**src/rtl/uts_pkg.sv**
```systemverilog
package uts_pkg;

   // byte codes
   localparam logic [7:0] CODE_TAB      = 8'h09;
   localparam logic [7:0] CODE_LF       = 8'h0A;
   localparam logic [7:0] CODE_CR       = 8'h0D;
   localparam logic [7:0] CODE_SPACE    = 8'h20;
   localparam logic [7:0] CODE_QUESTION = 8'h3F;
   localparam logic [7:0] CODE_ASCII_END = 8'h80;

   // UTF-8 lead and continuation bounds
   localparam logic [7:0] LEAD2_LO  = 8'hC2;
   localparam logic [7:0] LEAD2_HI  = 8'hDF;
   localparam logic [7:0] LEAD3_LO  = 8'hE0;
   localparam logic [7:0] LEAD3_HI  = 8'hEF;
   localparam logic [7:0] LEAD4_LO  = 8'hF0;
   localparam logic [7:0] LEAD4_HI  = 8'hF4;
   localparam logic [7:0] LEAD_SURR = 8'hED;
   localparam logic [7:0] CONT_A0   = 8'hA0;
   localparam logic [7:0] CONT_90   = 8'h90;
   localparam logic [7:0] CONT_MASK = 8'hC0;
   localparam logic [7:0] CONT_TAG  = 8'h80;

   localparam logic [15:0] LIMIT_RESET = 16'hFFFF;
   localparam int unsigned QUEUE_DEPTH = 2;

   // one accepted byte's worth of results
   typedef struct packed {
      logic [3:0][7:0] data;
      logic [2:0]      count;      // 0 = bare end marker
      logic            fin;
      logic            cut;
      logic [15:0]     full_size;
   } bundle_type;

endpackage

```
**src/rtl/uts_front.sv**
```systemverilog
module uts_front #(
   parameter int unsigned COUNT_BITS = 16
) (
   input  logic                clock,
   input  logic                reset,
   input  logic                req_valid,
   output logic                req_ready,
   input  logic [7:0]          req_in_byte,
   input  logic                req_final_byte,
   input  logic [15:0]         emit_cap,
   input  logic                q_ready,
   output logic                push,
   output uts_pkg::bundle_type push_data
);

   localparam int unsigned CW = (COUNT_BITS > 16) ? COUNT_BITS : 16;
   localparam logic [COUNT_BITS-1:0] COUNT_MAX = {COUNT_BITS{1'b1}};

   logic [7:0]            held_ff [3];
   logic [7:0]            held_in [3];
   logic [1:0]            hc_ff, hc_in;
   logic [2:0]            need_ff, need_in;
   logic                  swallow_ff, swallow_in;
   logic [COUNT_BITS-1:0] emitted_ff, emitted_in;
   logic [COUNT_BITS-1:0] full_ff, full_in;
   logic                  stopped_ff, stopped_in;

   logic       accept;
   logic [7:0] b;
   logic       skip;
   logic       fresh_emit, fresh_lead, fresh_cr;
   logic [7:0] fresh_val;
   logic [2:0] fresh_need;
   logic       cont_ok;
   logic       use_fresh, seq;
   logic [1:0] flush_n;
   logic [2:0] k, n_put, seq_len, room, ne;
   logic [3:0][7:0] list;
   logic       stop_new;
   logic [CW-1:0] lim_eff, em_ext, diff, full_ext;
   logic [COUNT_BITS:0]   full_sum;
   logic [COUNT_BITS-1:0] emitted_new, full_new;

   assign req_ready = q_ready;
   assign accept    = req_valid && q_ready;
   assign b         = req_in_byte;
   assign skip      = swallow_ff && (b == uts_pkg::CODE_LF) && (hc_ff == 2'd0);

   // classify a byte taken as a new start
   always_comb begin
      fresh_emit = 1'b0;
      fresh_val  = uts_pkg::CODE_QUESTION;
      fresh_lead = 1'b0;
      fresh_need = 3'd0;
      fresh_cr   = 1'b0;
      if (b == uts_pkg::CODE_CR) begin
         fresh_emit = 1'b1;
         fresh_val  = uts_pkg::CODE_LF;
         fresh_cr   = 1'b1;
      end else if (b < uts_pkg::CODE_SPACE && b != uts_pkg::CODE_LF && b != uts_pkg::CODE_TAB) begin
         fresh_emit = 1'b1;
      end else if (b < uts_pkg::CODE_ASCII_END) begin
         fresh_emit = 1'b1;
         fresh_val  = b;
      end else if (b >= uts_pkg::LEAD2_LO && b <= uts_pkg::LEAD4_HI) begin
         fresh_lead = 1'b1;
         fresh_need = (b <= uts_pkg::LEAD2_HI) ? 3'd2 : (b <= uts_pkg::LEAD3_HI) ? 3'd3 : 3'd4;
      end else begin
         fresh_emit = 1'b1;
      end
   end

   always_comb begin
      cont_ok = ((b & uts_pkg::CONT_MASK) == uts_pkg::CONT_TAG);
      if (hc_ff == 2'd1) begin
         if ((held_ff[0] == uts_pkg::LEAD3_LO  && b <  uts_pkg::CONT_A0) ||
             (held_ff[0] == uts_pkg::LEAD_SURR && b >= uts_pkg::CONT_A0) ||
             (held_ff[0] == uts_pkg::LEAD4_LO  && b <  uts_pkg::CONT_90) ||
             (held_ff[0] == uts_pkg::LEAD4_HI  && b >= uts_pkg::CONT_90)) begin
            cont_ok = 1'b0;
         end
      end
   end

   // sequence tracking and the list of bytes this transaction produces
   always_comb begin
      held_in    = held_ff;
      hc_in      = hc_ff;
      need_in    = need_ff;
      swallow_in = 1'b0;
      use_fresh  = 1'b0;
      seq        = 1'b0;
      flush_n    = 2'd0;
      seq_len    = {1'b0, hc_ff} + 3'd1;
      if (!skip) begin
         if (hc_ff == 2'd0) begin
            use_fresh = 1'b1;
         end else if (cont_ok) begin
            if (seq_len >= need_ff) begin
               seq     = 1'b1;
               hc_in   = 2'd0;
               need_in = 3'd0;
            end else begin
               held_in[hc_ff] = b;
               hc_in          = 2'(seq_len);
            end
         end else begin
            flush_n   = hc_ff;
            use_fresh = 1'b1;
         end
      end
      if (use_fresh) begin
         swallow_in = fresh_cr;
         if (fresh_lead) begin
            held_in[0] = b;
            hc_in      = 2'd1;
            need_in    = fresh_need;
         end else begin
            hc_in   = 2'd0;
            need_in = 3'd0;
         end
      end
      k = {1'b0, flush_n} + {2'b00, use_fresh && fresh_emit}
          + (req_final_byte ? {1'b0, hc_in} : 3'd0);
      for (int i = 0; i < 4; i++) begin
         if (seq) begin
            list[i] = (i < int'(hc_ff)) ? held_ff[i < 3 ? i : 2] : b;
         end else if (use_fresh && fresh_emit && i == int'(flush_n)) begin
            list[i] = fresh_val;
         end else begin
            list[i] = uts_pkg::CODE_QUESTION;
         end
      end
   end

   // output limit and size counting
   always_comb begin
      lim_eff = (CW'(emit_cap) < CW'(COUNT_MAX)) ? CW'(emit_cap) : CW'(COUNT_MAX);
      em_ext  = CW'(emitted_ff);
      diff    = (lim_eff > em_ext) ? (lim_eff - em_ext) : '0;
      room    = stopped_ff ? 3'd0 : ((diff > CW'(7)) ? 3'd7 : diff[2:0]);
      n_put   = seq ? seq_len : k;
      if (seq) begin
         stop_new = stopped_ff || (seq_len > room);
         ne       = stop_new ? 3'd0 : seq_len;
      end else begin
         stop_new = stopped_ff || (k > room);
         ne       = (k < room) ? k : room;
      end
      emitted_new = emitted_ff + COUNT_BITS'(ne);
      full_sum    = {1'b0, full_ff} + (COUNT_BITS+1)'(n_put);
      full_new    = full_sum[COUNT_BITS] ? COUNT_MAX : full_sum[COUNT_BITS-1:0];
      full_ext    = CW'(full_new);
   end

   always_comb begin
      push_data.data      = list;
      push_data.count     = ne;
      push_data.fin       = req_final_byte;
      push_data.cut       = stop_new;
      push_data.full_size = (full_ext > CW'(16'hFFFF)) ? 16'hFFFF : full_ext[15:0];
      push                = accept && (ne != 3'd0 || req_final_byte);
      emitted_in          = emitted_new;
      full_in             = full_new;
      stopped_in          = stop_new;
   end

   always_ff @(posedge clock) begin
      if (reset) begin
         hc_ff      <= 2'd0;
         need_ff    <= 3'd0;
         swallow_ff <= 1'b0;
         emitted_ff <= '0;
         full_ff    <= '0;
         stopped_ff <= 1'b0;
      end else if (accept) begin
         if (req_final_byte) begin
            hc_ff      <= 2'd0;
            need_ff    <= 3'd0;
            swallow_ff <= 1'b0;
            emitted_ff <= '0;
            full_ff    <= '0;
            stopped_ff <= 1'b0;
         end else begin
            hc_ff      <= hc_in;
            need_ff    <= need_in;
            swallow_ff <= swallow_in;
            emitted_ff <= emitted_in;
            full_ff    <= full_in;
            stopped_ff <= stopped_in;
         end
      end
   end

   always_ff @(posedge clock) begin
      if (accept) begin
         held_ff <= held_in;
      end
   end

   // an open sequence is always shorter than its announced length
   a_open_seq_short: assert property (@(posedge clock) disable iff (reset)
      (hc_ff != 2'd0) |-> (need_ff > {1'b0, hc_ff}))
      else $error("open sequence not shorter than its length");

   // a final byte always leaves the tracker clear
   a_fin_clears: assert property (@(posedge clock) disable iff (reset)
      (accept && req_final_byte) |=> (hc_ff == 2'd0 && emitted_ff == '0 && !stopped_ff))
      else $error("state not cleared after message end");

   a_push_ready: assert property (@(posedge clock) disable iff (reset)
      push |-> q_ready)
      else $error("push without queue space");

endmodule

```
**src/rtl/uts_queue.sv**
```systemverilog
module uts_queue (
   input  logic                clock,
   input  logic                reset,
   input  logic                push,
   input  uts_pkg::bundle_type push_data,
   output logic                q_ready,
   output logic                q_valid,
   output uts_pkg::bundle_type q_data,
   input  logic                pop
);

   uts_pkg::bundle_type mem_ff [uts_pkg::QUEUE_DEPTH];
   logic       wr_ff, wr_in;
   logic       rd_ff, rd_in;
   logic [1:0] count_ff, count_in;

   assign q_ready = (count_ff != 2'(uts_pkg::QUEUE_DEPTH));
   assign q_valid = (count_ff != 2'd0);
   assign q_data  = mem_ff[rd_ff];

   always_comb begin
      wr_in    = push ? !wr_ff : wr_ff;
      rd_in    = pop  ? !rd_ff : rd_ff;
      count_in = count_ff + {1'b0, push} - {1'b0, pop};
   end

   always_ff @(posedge clock) begin
      if (reset) begin
         wr_ff    <= 1'b0;
         rd_ff    <= 1'b0;
         count_ff <= 2'd0;
      end else begin
         wr_ff    <= wr_in;
         rd_ff    <= rd_in;
         count_ff <= count_in;
      end
   end

   always_ff @(posedge clock) begin
      if (push) begin
         mem_ff[wr_ff] <= push_data;
      end
   end

   a_no_overflow: assert property (@(posedge clock) disable iff (reset)
      push |-> (count_ff != 2'(uts_pkg::QUEUE_DEPTH)))
      else $error("queue overflow");

   a_no_underflow: assert property (@(posedge clock) disable iff (reset)
      pop |-> (count_ff != 2'd0))
      else $error("queue underflow");

   a_ptr_match: assert property (@(posedge clock) disable iff (reset)
      (count_ff == 2'd0 || count_ff == 2'(uts_pkg::QUEUE_DEPTH)) |-> (wr_ff == rd_ff))
      else $error("pointers disagree with fill level");

endmodule

```
**src/rtl/uts_back.sv**
```systemverilog
module uts_back (
   input  logic                clock,
   input  logic                reset,
   input  logic                q_valid,
   input  uts_pkg::bundle_type q_data,
   output logic                pop,
   output logic                rsp_valid,
   input  logic                rsp_ready,
   output logic [7:0]          rsp_out_byte,
   output logic                rsp_byte_valid,
   output logic                rsp_message_end,
   output logic                rsp_was_cut,
   output logic [15:0]         rsp_full_size
);

   uts_pkg::bundle_type cur_ff;
   logic       valid_ff, valid_in;
   logic [1:0] idx_ff, idx_in;
   logic [1:0] last_idx;
   logic       last, load;

   always_comb begin
      last_idx = (cur_ff.count == 3'd0) ? 2'd0 : 2'(cur_ff.count - 3'd1);
      last     = (idx_ff == last_idx);
      load     = !valid_ff || (rsp_ready && last);
      pop      = load && q_valid;
      valid_in = valid_ff;
      idx_in   = idx_ff;
      if (load) begin
         valid_in = q_valid;
         idx_in   = 2'd0;
      end else if (rsp_ready) begin
         idx_in = idx_ff + 2'd1;
      end
   end

   always_comb begin
      rsp_valid       = valid_ff;
      rsp_byte_valid  = (cur_ff.count != 3'd0);
      rsp_out_byte    = rsp_byte_valid ? cur_ff.data[idx_ff] : 8'h00;
      rsp_message_end = cur_ff.fin && last;
      rsp_was_cut     = rsp_message_end ? cur_ff.cut : 1'b0;
      rsp_full_size   = rsp_message_end ? cur_ff.full_size : 16'h0000;
   end

   always_ff @(posedge clock) begin
      if (reset) begin
         valid_ff <= 1'b0;
         idx_ff   <= 2'd0;
      end else begin
         valid_ff <= valid_in;
         idx_ff   <= idx_in;
      end
   end

   always_ff @(posedge clock) begin
      if (pop) begin
         cur_ff <= q_data;
      end
   end

   a_bare_is_end: assert property (@(posedge clock) disable iff (reset)
      (rsp_valid && !rsp_byte_valid) |-> (rsp_message_end && rsp_out_byte == 8'h00))
      else $error("bare marker without message end");

   a_idx_in_range: assert property (@(posedge clock) disable iff (reset)
      rsp_valid |-> (idx_ff <= last_idx))
      else $error("result index past bundle");

   a_no_tail_info: assert property (@(posedge clock) disable iff (reset)
      (rsp_valid && !rsp_message_end) |-> (!rsp_was_cut && rsp_full_size == 16'h0000))
      else $error("size info outside message end");

   a_quiet_after_reset: assert property (@(posedge clock)
      $past(reset) |-> !rsp_valid)
      else $error("result valid straight after reset");

endmodule

```
**src/rtl/utf8_text_sanitizer_unit.sv**
```systemverilog
// channel | dir | handshake           | payload
// req     | in  | req_valid/req_ready | req_in_byte[7:0], req_final_byte
// rsp     | out | rsp_valid/rsp_ready | rsp_out_byte[7:0], rsp_byte_valid, rsp_message_end,
//         |     |                     | rsp_was_cut, rsp_full_size[15:0]
// csr     | in  | APB psel/penable    | byte cap at byte address 0, pready tied high
//
// One req transaction per cycle is accepted while the two-entry queue has room.
// A transaction yields 0 to 4 rsp transactions; the back end sends one per cycle while
// rsp_ready is high, so the single rsp port sets the output rate.
// Synchronous active-high reset clears sequence state, counters, queue and rsp_valid;
// the byte cap returns to 65535. No clearing pass is needed.
// Either side may stall independently: the queue decouples classification from delivery.
module utf8_text_sanitizer_unit #(
   parameter int unsigned COUNT_BITS = 16
) (
   input  logic        clock,
   input  logic        reset,
   input  logic        req_valid,
   output logic        req_ready,
   input  logic [7:0]  req_in_byte,
   input  logic        req_final_byte,
   output logic        rsp_valid,
   input  logic        rsp_ready,
   output logic [7:0]  rsp_out_byte,
   output logic        rsp_byte_valid,
   output logic        rsp_message_end,
   output logic        rsp_was_cut,
   output logic [15:0] rsp_full_size,
   input  logic        csr_psel,
   input  logic        csr_penable,
   input  logic        csr_pwrite,
   input  logic [2:0]  csr_paddr,
   input  logic [31:0] csr_pwdata,
   output logic [31:0] csr_prdata,
   output logic        csr_pready
);

   // word index of the only register
   localparam logic REG_EMIT_CAP = 1'b0;

   logic [15:0]         limit_ff, limit_in;
   logic                csr_write;
   logic                push, pop, q_ready, q_valid;
   uts_pkg::bundle_type push_data, q_data;

   // register file: writes complete in the access phase, pready always high
   assign csr_pready = 1'b1;
   assign csr_write  = csr_psel && csr_penable && csr_pwrite;

   always_comb begin
      limit_in = limit_ff;
      if (csr_write && csr_paddr[2] == REG_EMIT_CAP) begin
         limit_in = csr_pwdata[15:0];
      end
      csr_prdata = (csr_paddr[2] == REG_EMIT_CAP) ? {16'h0000, limit_ff} : 32'h0;
   end

   always_ff @(posedge clock) begin
      if (reset) begin
         limit_ff <= uts_pkg::LIMIT_RESET;
      end else begin
         limit_ff <= limit_in;
      end
   end

   // front end: sequence checking, CR/LF folding, limit and size accounting
   uts_front #(
      .COUNT_BITS (COUNT_BITS)
   ) u_front (
      .clock          (clock),
      .reset          (reset),
      .req_valid      (req_valid),
      .req_ready      (req_ready),
      .req_in_byte    (req_in_byte),
      .req_final_byte (req_final_byte),
      .emit_cap       (limit_ff),
      .q_ready        (q_ready),
      .push           (push),
      .push_data      (push_data)
   );

   // holds bundles of up to four result bytes per req transaction
   uts_queue u_queue (
      .clock     (clock),
      .reset     (reset),
      .push      (push),
      .push_data (push_data),
      .q_ready   (q_ready),
      .q_valid   (q_valid),
      .q_data    (q_data),
      .pop       (pop)
   );

   // back end: one rsp transaction per cycle from the current bundle while rsp_ready is high
   uts_back u_back (
      .clock           (clock),
      .reset           (reset),
      .q_valid         (q_valid),
      .q_data          (q_data),
      .pop             (pop),
      .rsp_valid       (rsp_valid),
      .rsp_ready       (rsp_ready),
      .rsp_out_byte    (rsp_out_byte),
      .rsp_byte_valid  (rsp_byte_valid),
      .rsp_message_end (rsp_message_end),
      .rsp_was_cut     (rsp_was_cut),
      .rsp_full_size   (rsp_full_size)
   );

   // the limit only moves under a completed write
   a_limit_stable: assert property (@(posedge clock) disable iff (reset)
      !$past(csr_write) |-> $stable(limit_ff))
      else $error("limit changed without a write");

   a_pready_high: assert property (@(posedge clock)
      csr_pready)
      else $error("pready low");

   a_reset_limit: assert property (@(posedge clock)
      $past(reset) |-> (limit_ff == uts_pkg::LIMIT_RESET))
      else $error("limit not at reset value");

endmodule

```
**config.mk**
```make
export PLATFORM = sky130hd
export DESIGN_NAME = utf8_text_sanitizer_unit
export DESIGN_NICKNAME = d
export VERILOG_FILES = /design/src/rtl/uts_pkg.sv /design/src/rtl/uts_front.sv /design/src/rtl/uts_queue.sv /design/src/rtl/uts_back.sv /design/src/rtl/utf8_text_sanitizer_unit.sv
export SDC_FILE = /design/constraint.sdc
export NUM_CORES = 1
export LEC_CHECK = 0
export BUFFER_PORTS_ARGS = -buffer_cell sky130_fd_sc_hd__buf_4
export CELL_PAD_IN_SITES_DETAIL_PLACEMENT = 0
export CELL_PAD_IN_SITES_GLOBAL_PLACEMENT = 1
export CORE_MARGIN = 4
export CORE_UTILIZATION = 33
export DETAILED_ROUTE_END_ITERATION = 7
export PLACE_DENSITY_LB_ADDON = 0.2
export SLEW_MARGIN = 15
export SYNTH_ARGS = -nofsm -noshare
export SYNTH_HDL_FRONTEND = slang
export SYNTH_SLANG_ARGS = --single-unit
```
**constraint.sdc**
```tcl
create_clock -name clock -period 6.9 [get_ports clock]
set_clock_uncertainty 0.1 [all_clocks]
set_input_delay 0.345 -clock clock [delete_from_list [all_inputs] [get_ports clock]]
set_output_delay 0.345 -clock clock [all_outputs]
set_load 0.05 [all_outputs]
```
**Word-level counts from Yosys, hierarchy flattened**

Memories as Yosys holds them, arrays and structs flattened. A register that Yosys moved wholly into a read port is not among the register bits.
Cells that the tools add are included.

- Output and inout port bits: 62
- Logic and storage cells: 206
- Memories: 1
- Bits in registers: 86
- Input bits: 51
- RAM bits: 106

- $lt $le $gt $ge: 24
- Add/sub/neg operators: 10
- Bitwise gates (word level): 5
- Mux-type cells: 90
- Reductions and logical operators: 44
- Eq/ne operators: 17

Memory list:

| memory | depth | bits a word | rd ports | clocked after memory_dff | write ports | RTL line | source |
|---|---|---|---|---|---|---|---|
| u_queue.mem_ff | 2 | 53 | 1 | 1 | 1 | uts_queue.sv:12 | `uts_pkg::bundle_type mem_ff [uts_pkg::QUEUE_DEPTH];` |

Operator list:

| kind | number |
|---|---|
| 8-bit two-way mux | 19 |
| 16-bit two-way mux | 8 |
| 24-bit two-way mux | 4 |
| 3-bit two-way mux | 19 |
| 8-bit equality test (second input constant) | 4 |
| 1-bit two-way mux | 26 |
| 24-bit bitwise mux | 1 |
| 8-bit >= comparator (second input constant) | 3 |
| 8-bit less-or-equal comparator (second input constant) | 3 |
| 8-bit less-than comparator (second input constant) | 3 |
| 1-bit logical AND | 23 |
| 2-bit two-way mux | 11 |
| 16-bit by 3-bit adder with 17-bit output | 1 |
| 16-bit by 3-bit adder with 16-bit output | 1 |
| 8-bit binary-select mux with 2-bit select | 1 |
| 8-bit demux with 2-bit select | 1 |
| 8-bit by 4-bit equality test with 1-bit output (second input constant) | 2 |
| 16-bit greater-than comparator | 1 |
| 16-bit greater-than comparator (second input constant) | 1 |
| 16-bit by 3-bit greater-than comparator with 1-bit output (second input constant) | 1 |
| 16-bit less-than comparator (second input constant) | 1 |
| 8-bit by 4-bit != test with 1-bit output (second input constant) | 2 |
| 16-bit subtractor | 1 |
| 3-bit nonzero test | 4 |
| other kinds (33) | 49 |

**Depth between registers and ports, before layout**

Gate-level depths: netlist of run 1.

- Depth in word-level cells: 21
- Depth in mapped cells: 31
- Mapped depth without buffers: 30

**Hierarchy**

From an unflattened synthesis of run 1, not the netlist that was laid out.

- Cell total of the unflattened synthesis: 1084
- Area, all modules: 12892.4 µm²

Modules (own cells, without submodules):

| module | cells an instance | times used | area an instance (µm²) | sequential area each (µm²) |
|---|---|---|---|---|
| uts_front | 673 | 1 | 5327.6 | 1501.4 |
| uts_queue | 186 | 1 | 4295.4 | 3283.1 |
| uts_back | 119 | 1 | 2362.3 | 1651.6 |
| utf8_text_sanitizer_unit | 106 | 1 | 907.1 | 320.3 |

**Worst setup path before layout of run 1**

Ideal clock, no wire load.

- Kind: register to register
- From: register u_front.hc_ff[0]
- To: memory u_queue.mem_ff[0][0] (netlist bit) (enable)
- Path slack: -0.327 ns
- Stages on the path, launching flop included: 26
- Arrival time: 6.663 ns
- Path buffers: 1
- Clock period less this slack: 7.227 ns
- Required time: 6.336 ns
- Setup time: 0.464 ns
- Cell sequence: dfxtp_1 clkbuf_1 inv_1 ha_1 ha_1 a21o_1 a21o_1 nand3b_1 nor3_1 or2_2 a21oi_1 nor2_1 fa_1 inv_1 fa_1 inv_1 ha_1 nor2b_1 o21ai_0 nand2b_1 inv_1 nand2_1 a311o_2 o21ai_2 nor2_2 nor2_1

- Longest elaborated chain between the ends: 17
- Elaborated cells on any way between the ends: 36
- Classes of those cells: add/sub: 3; order compare: 3; eq/ne: 1; mux: 22; reduce/logical: 7

RTL lines:

| element | RTL line | source |
|---|---|---|
| from (decl) | uts_front.sv:21 | `logic [1:0] hc_ff, hc_in;` |
| from (signal assigned) | uts_front.sv:185 | `hc_ff <= hc_in;` |
| 2-bit by 1-bit adder with 3-bit output | uts_front.sv:94 | `seq_len = {1'b0, hc_ff} + 3'd1;` |
| 3-bit >= comparator | uts_front.sv:99 | `if (seq_len >= need_ff) begin` |
| 2-bit two-way mux | uts_front.sv:99 |  |
| 2-bit two-way mux | uts_front.sv:98 | `end else if (cont_ok) begin` |
| 2-bit two-way mux | uts_front.sv:96 | `if (hc_ff == 2'd0) begin` |
| 2-bit two-way mux | uts_front.sv:95 | `if (!skip) begin` |
| 2-bit two-way mux | uts_front.sv:112 | `if (use_fresh) begin` |
| 2-bit two-way mux | uts_front.sv:124 | `+ (req_final_byte ? {1'b0, hc_in} : 3'd0);` |
| 3-bit adder | uts_front.sv:124 |  |
| 3-bit less-than comparator | uts_front.sv:148 | `ne = (k < room) ? k : room;` |
| 3-bit two-way mux | uts_front.sv:148 |  |
| 3-bit two-way mux * | uts_front.sv:143 | `if (seq) begin` |
| 3-bit nonzero test * | uts_front.sv:162 | `push = accept && (ne != 3'd0 \|\| req_final_byte);` |
| 1-bit logical OR * | uts_front.sv:162 |  |
| 1-bit logical AND * | uts_front.sv:162 |  |
| 1-bit two-way mux * | uts_queue.sv:40 | `if (push) begin` |
| 1-bit two-way mux (not written as such) * | uts_queue.sv:41 | `mem_ff[wr_ff] <= push_data;` |
| to (decl) | uts_queue.sv:12 |  |

Every way passes the cells marked *; elsewhere a longest branch is shown, timed or not.

==> impl_metrics.toml, run 1 <==
[outcome]
status = "finished, final reports clean"

[layout]
ff_latch_area_sq_um = 6740
final_area_sq_um = 14400
nets = 1262
drive_above_1_share = 0.200
antenna_cells = 0
area_growth_pct = 17.3
multi_input_area_sq_um = 5030
finalNonFillerCells = 1657
nFillCells = 3545

[clock_tree]
ctsResizeCount = 0
cts.clk_slew.worst_paths_ns = 0.06
cts_setup_buffers = 0
cts_buffers = 28
clock_latency_ns = 0.55
htree_num_levels = 1
cts_buffer_depth = 3
hold_buffers = 25
cts_root_buf = "clkbuf_16"
clkSinkCount = 245
cts_tree = "yes"

[timing]
min_period_over_period = 0.929
tightestPinTransition_ns = 0.986
fin_crit_ns = 6.41
fmax_mhz = 156
hold_viol = 0
relSlewSlack = 0.340
drv_slew = 0
setup_viol = 0
rsz0062_at_grt = "false"

[critical_path]
r2r_cells = 28
critPathMaxStageDelay_ns = 0.54
worstPathArrival_ns = 6.79
cp_max_fo = 11
reg2reg_from = "u_front.hc_ff[0]$_SDFFE_PP0P_"
critical_path.most_common_cell = "a21oi_1"
crit_slowest_cell = "dlygate4sd3_1"
timing.rr.end = "u_front.em_ext[10]$_SDFFE_PP0P_"
ff2ff_setup_slack_ns = 0.55
crit_path_end_kind = "flop"
critPathLaunchType = "input pin"
crit_family = "compound AO/OA/AOI/OAI gates"
worst-path-buf-inv = 5
crit_type = "in2reg"
required_ns = 7.28

[synth]
synthXorXnorAreaFrac = 0.0192
synthTopCellsByCount = "edfxtp_1 (183), nor2_1 (94), nand2_1 (83)"
synthCells = 1090
yosysUniqueCellTypes = 81
ys.flop_type = "edfxtp_1"
ys_top_cells_by_area = "edfxtp_1 (45%), dfxtp_1 (10%), mux2_2 (5.5%)"
yosysTopAreaCell = "edfxtp_1"
yosysTopAreaCellShare = 0.446
ys_seq_area_frac = 0.547
synth_edf_count = 183
synth_compound_area_frac = 0.101
synth-simple-area-share = 0.153
synthAdderAreaFrac = 0.0478
syn-cell-area_sq_um = 12300
ys_warn_count = 0
synth_top_family_by_area = "simple AND/OR/NAND/NOR gates"
async_flop_share = 0
avgSynthCellArea_sq_um = 11.3
synth_most_common_cell = "edfxtp_1"
synth_seq_cells = 245
synth.area.mux_share = 0.0805

[floorplan]
die_area_sq_um = 40500
die-height_um = 201
die_w_um = 201
rows = 70
core_sq_um = 36700
ios = 113
initial_core_util = 0.335

[drt]
avgRoutedWirePerCell_um = 17.3
drcViolationCount = 0
viasPerCell = 5.00
drt_iter0_drc = 387
via_count = 8293
first_pass_iters = 5
wl_um = 28700
final_antenna_net_count = 0

[grt]
grtUsageTotal = 0.139
grt_pass1_vias = 8314
antenna_found_initial = 0
grt_pass1_wl_um = 46300
grt_overflow = 0
grt_max_degree = 55

[placement]
port_buffers = 77
dpl_cell_area_sq_um = 13200
dp_cells = 1580
place_hpwl_um = 19500
routabilityCongestion = 0.802

[job]
maxCapViolations = 0

[power_and_ir_drop]
p_int_uw = 3220
power_frac_clock = 0.334
p_sw_frac = 0.305
p_leak_uw = 0.00515
peakVddDrop_mv = 0.170
cellPowerDensity_nw_per_um2 = 321
p_switching_uw = 1420
p_comb_frac = 0.235
seqPwrFrac = 0.431

[hold_path]
min_from = "req_final_byte"
hold_path_depth = 1
hp-class = "in2reg"
hold_path_end = "u_queue.mem_ff[0][17]$_DFFE_PP_"
[metal layers]
layer  vias to the layer above  global-route usage  part of all wire
met2                        98               0.231              0.48
li1                       4098                   -                 -
met4                         0              0.0315             0.015
met5                         -                   0                 0
met3                        32              0.0193             0.029
met1                      4065               0.196              0.48
[through the flow]
stage / power (uW) / hold slack [ns] / setup slack, ns / TNS [ns] / utilization
floorplan: 2800 / 0.344 / -0.327 / -34.66 / -
global placement: 3130 / 0.366 / 0.589 / 0 / 0.360
detailed placement: 3140 / 0.380 / 0.515 / 0 / 0.360
CTS: 4730 / 0.0770 / 0.533 / 0 / 0.393
global route: 4870 / 0.0840 / 0.0520 / 0 / 0.393
finish: 4640 / 0.107 / 0.489 / 0 / 0.393
[worst reg2reg max path, delay by kind of cell, from the launching register on]
family          cells  cell delay [ns]
compound gates      9             1.61
fa+ha+maj           7             2.48
buf+inv             4             0.31
flops               1             0.32
simple gates        8             1.44
[power groups by stage]
stage	registers [uW]	clock network [uW]	logic, uW
detailed placement	2040	0	1100
global placement	2030	0	1100
finish	2000	1550	1090
global route	2030	1660	1180
CTS	2000	1610	1120
floorplan	1990	0	806
[layout make-up]
type / instances / area share
clock buffers: 36 / 0.0513
clock inverters: 16 / 0.0157
inverters: 49 / 0.0127
multi-input cells: 727 / 0.348
flip-flops and latches: 245 / 0.467
well taps: 468 / 0.0406
repair buffers: 116 / 0.0647
[how the worst max path moves through the flow]
| stage | endpoint | startpoint | cells after the start |
|---|---|---|---|
| 2_1_floorplan | u_queue.mem_ff[0][0]$_DFFE_PP_ | u_front.hc_ff[0]$_SDFFE_PP0P_ | 25 |
| 3_5_place_dp | u_front.em_ext[6]$_SDFFE_PP0P_ | req_in_byte[7] | 29 |
| 3_3_place_gp | u_front.em_ext[8]$_SDFFE_PP0P_ | req_in_byte[7] | 29 |
| 6_report | u_front.em_ext[10]$_SDFFE_PP0P_ | req_in_byte[7] | 29 |
| 5_1_grt | u_front.em_ext[12]$_SDFFE_PP0P_ | req_in_byte[7] | 30 |
| 4_1_cts | u_front.em_ext[10]$_SDFFE_PP0P_ | req_in_byte[7] | 29 |
[cell usage in the layout, fill, tap and decap left out, types with 8 or more instances in the layout]
| master | synthesis | layout |
|---|---|---|
| a21o_1 | 10 | 10 |
| a21oi_1 | 76 | 75 |
| a22oi_1 | 14 | 14 |
| a31oi_1 | 13 | 13 |
| and3_1 | 24 | 24 |
| buf_4 | 17 | 91 |
| clkbuf_16 | 0 | 28 |
| conb_1 | 2 | 17 |
| dfxtp_1 | 62 | 61 |
| dlygate4sd3_1 | 0 | 25 |
| edfxtp_1 | 183 | 183 |
| ha_1 | 39 | 39 |
| inv_1 | 47 | 47 |
| mux2_2 | 60 | 60 |
| mux2i_1 | 9 | 9 |
| mux4_2 | 8 | 8 |
| nand2_1 | 83 | 83 |
| nand3_1 | 15 | 15 |
| nand3b_1 | 19 | 19 |
| nand4_1 | 8 | 8 |
| nor2_1 | 94 | 92 |
| nor2b_1 | 39 | 39 |
| nor3_1 | 26 | 26 |
| o21ai_0 | 28 | 28 |
| or2_2 | 8 | 8 |
| or3_1 | 8 | 8 |
| xnor2_1 | 20 | 20 |
[sequential cells by signal, indices dropped and copies added, names as in the netlist, 2 cells and up, named ones only]
name and flops:
u_queue.count_ff 2, u_back.idx_ff 2, limit_ff 16, u_front.hc_ff 2, u_front.need_ff 3, u_front.em_ext 16, u_front.held_ff 8, u_queue.mem_ff 106
u_back.cur_ff 53, u_front.full_ff 16
[logic make-up after synthesis]
kind of cell | Yosys count
AO/OA/AOI/OAI | 194
flip-flops | 245
buffers and inverters | 133
XOR/XNOR | 27
adder cells (fa/ha/maj) | 44
other | 2
multiplexers | 80
AND/OR/NAND/NOR | 365
Power figures use the tool's default switching activity.
==> run 2: changes to the inputs <==
Settings changed: CORE_UTILIZATION 33 to 43.
==> impl_metrics.toml, run 2 (synthesized netlist as in run 1, its figures left out) <==
[drt]
wl_met3_um = 1320
wl_um = 26700
drcViolationCount = 0
wl_met1_um = 12900
avgRoutedWirePerCell_um = 17.1
viasPerCell = 5.27
highest_layer = "met4"
first_pass_iters = 5
drt_iter0_drc = 556
via_count = 8202
final_antenna_net_count = 0
wl_met2_um = 12100

[critical_path]
crit_slowest_cell = "dlygate4sd3_1"
reg2reg_from = "u_front.hc_ff[0]$_SDFFE_PP0P_"
required_ns = 7.25
ff2ff_setup_slack_ns = 0.55
cp_max_fo = 11
critical_path.most_common_cell = "a21oi_1"
timing.rr.end = "u_front.em_ext[14]$_SDFFE_PP0P_"
critPathLaunchType = "input pin"
worstPathArrival_ns = 6.70
crit_type = "in2reg"
critPathMaxStageDelay_ns = 0.54
r2r_cells = 28
crit_path_end_kind = "flop"

[layout]
antenna_cells = 0
regMostFlops = "u_queue.mem_ff"
layout_common_cells = "edfxtp_1 (183), nor2_1 (92), buf_4 (87)"
largest_register_ffs = 106
mostFrequentLayoutCell = "edfxtp_1"
nets = 1255
nFillCells = 2484
drive_above_1_share = 0.198
area_growth_pct = 15.3
finalNonFillerCells = 1557
top_regs = "u_queue.mem_ff (106), u_back.cur_ff (53)"

[timing]
min_period_over_period = 0.920
drv_slew = 0
rsz0062_at_grt = "false"
fmax_mhz = 157
setup_viol = 0
hold_viol = 0
tightestPinTransition_ns = 1.10
relSlewSlack = 0.265
fin_crit_ns = 6.35

[clock_tree]
clkSinkCount = 245
clock_latency_ns = 0.52
cts_root_buf = "clkbuf_16"
ctsResizeCount = 0
cts_buffer_depth = 3
cts_setup_buffers = 0
htree_num_levels = 1
cts_buffers = 26
cts_tree = "yes"
hold_buffers = 22
cts.clk_slew.worst_paths_ns = 0.06

[placement]
place_hpwl_um = 18100
dp_cells = 1488
routabilityCongestion = 0.861
port_buffers = 77

[floorplan]
ios = 113
initial_core_util = 0.439
die-height_um = 177
rows = 61
core_sq_um = 28000
die_area_sq_um = 31400
die_w_um = 177

[hold_path]
min_from = "req_in_byte[6]"
hp-class = "in2reg"
hold_path_depth = 1

[grt]
grt_pass1_vias = 7921
grt_max_degree = 55
antenna_found_initial = 0
grt_overflow = 0
grtUsageTotal = 0.168
grt_pass1_wl_um = 42800

[job]
maxCapViolations = 0

[outcome]
status = "finished, final reports clean"

[power_and_ir_drop]
peakVddDrop_mv = 0.190
cellPowerDensity_nw_per_um2 = 313
p_leak_uw = 0.00509
fin_total_pwr_uw = 4440
[run 2: changes by cell type in the layout (fill, tap and decap cells not counted), sizes merged]
cell	change
buf	-2
clkinv	+6
bufinv	-2
dlygate4sd3	-3
inv	-1
clkbuf	-5
clkinvlp	-3
[run 2: final cells by class]
class                      count  area, sq um  share of cell area
sequential                   245         6740               0.475
multi-input combinational    727         5030               0.355
timing repair buffer         111          913              0.0644
clock buffer                  31          679              0.0479
tap                          378          473              0.0333
inverter                      49          184              0.0130
clock inverter                16          166              0.0117
[run 2: stage by stage]
step                instance area (sq um)  hold WS (ns)  utilization  setup slack, ns  TNS, ns
floorplan                           12400         0.344            -           -0.327   -34.66
global placement                    13100         0.362        0.468            0.676        0
detailed placement                  13100         0.375        0.468            0.574        0
CTS                                 14200     0.0000606        0.506            0.552        0
global route                        14200        0.0138        0.506           0.0218        0
finish                              14200        0.0233        0.506            0.550        0
[run 2: critical path, delay by kind of cell]
kind | cells | cell delay (ns)
adders and majority gates | 5 | 1.67
buffers and inverters | 5 | 0.89
and+or+nand+nor | 8 | 1.47
AOI/OAI and AO/OA | 11 | 2.30
[run 2: worst max path at each step]
stage	from	to	cells after the start
floorplan	u_front.hc_ff[0]$_SDFFE_PP0P_	u_queue.mem_ff[0][0]$_DFFE_PP_	25
global placement	req_in_byte[7]	u_front.em_ext[8]$_SDFFE_PP0P_	29
detailed placement	u_front.hc_ff[1]$_SDFFE_PP0P_	u_front.em_ext[14]$_SDFFE_PP0P_	28
CTS	u_front.hc_ff[1]$_SDFFE_PP0P_	u_front.em_ext[14]$_SDFFE_PP0P_	28
global route	u_front.hc_ff[1]$_SDFFE_PP0P_	u_front.em_ext[8]$_SDFFE_PP0P_	29
finish	req_in_byte[7]	u_front.em_ext[14]$_SDFFE_PP0P_	29
[run 2: routing by layer]
metal,vias up,track usage
met5,-,0
met4,0,0.0380
met3,31,0.0211
met2,174,0.268
met1,3918,0.247
li1,4079,-
[run 2: power breakdown]
part / switching, uW / internal (uW)
sequential: 77.8 / 1890
clock: 557 / 814
combinational: 711 / 386
total: 1350 / 3090
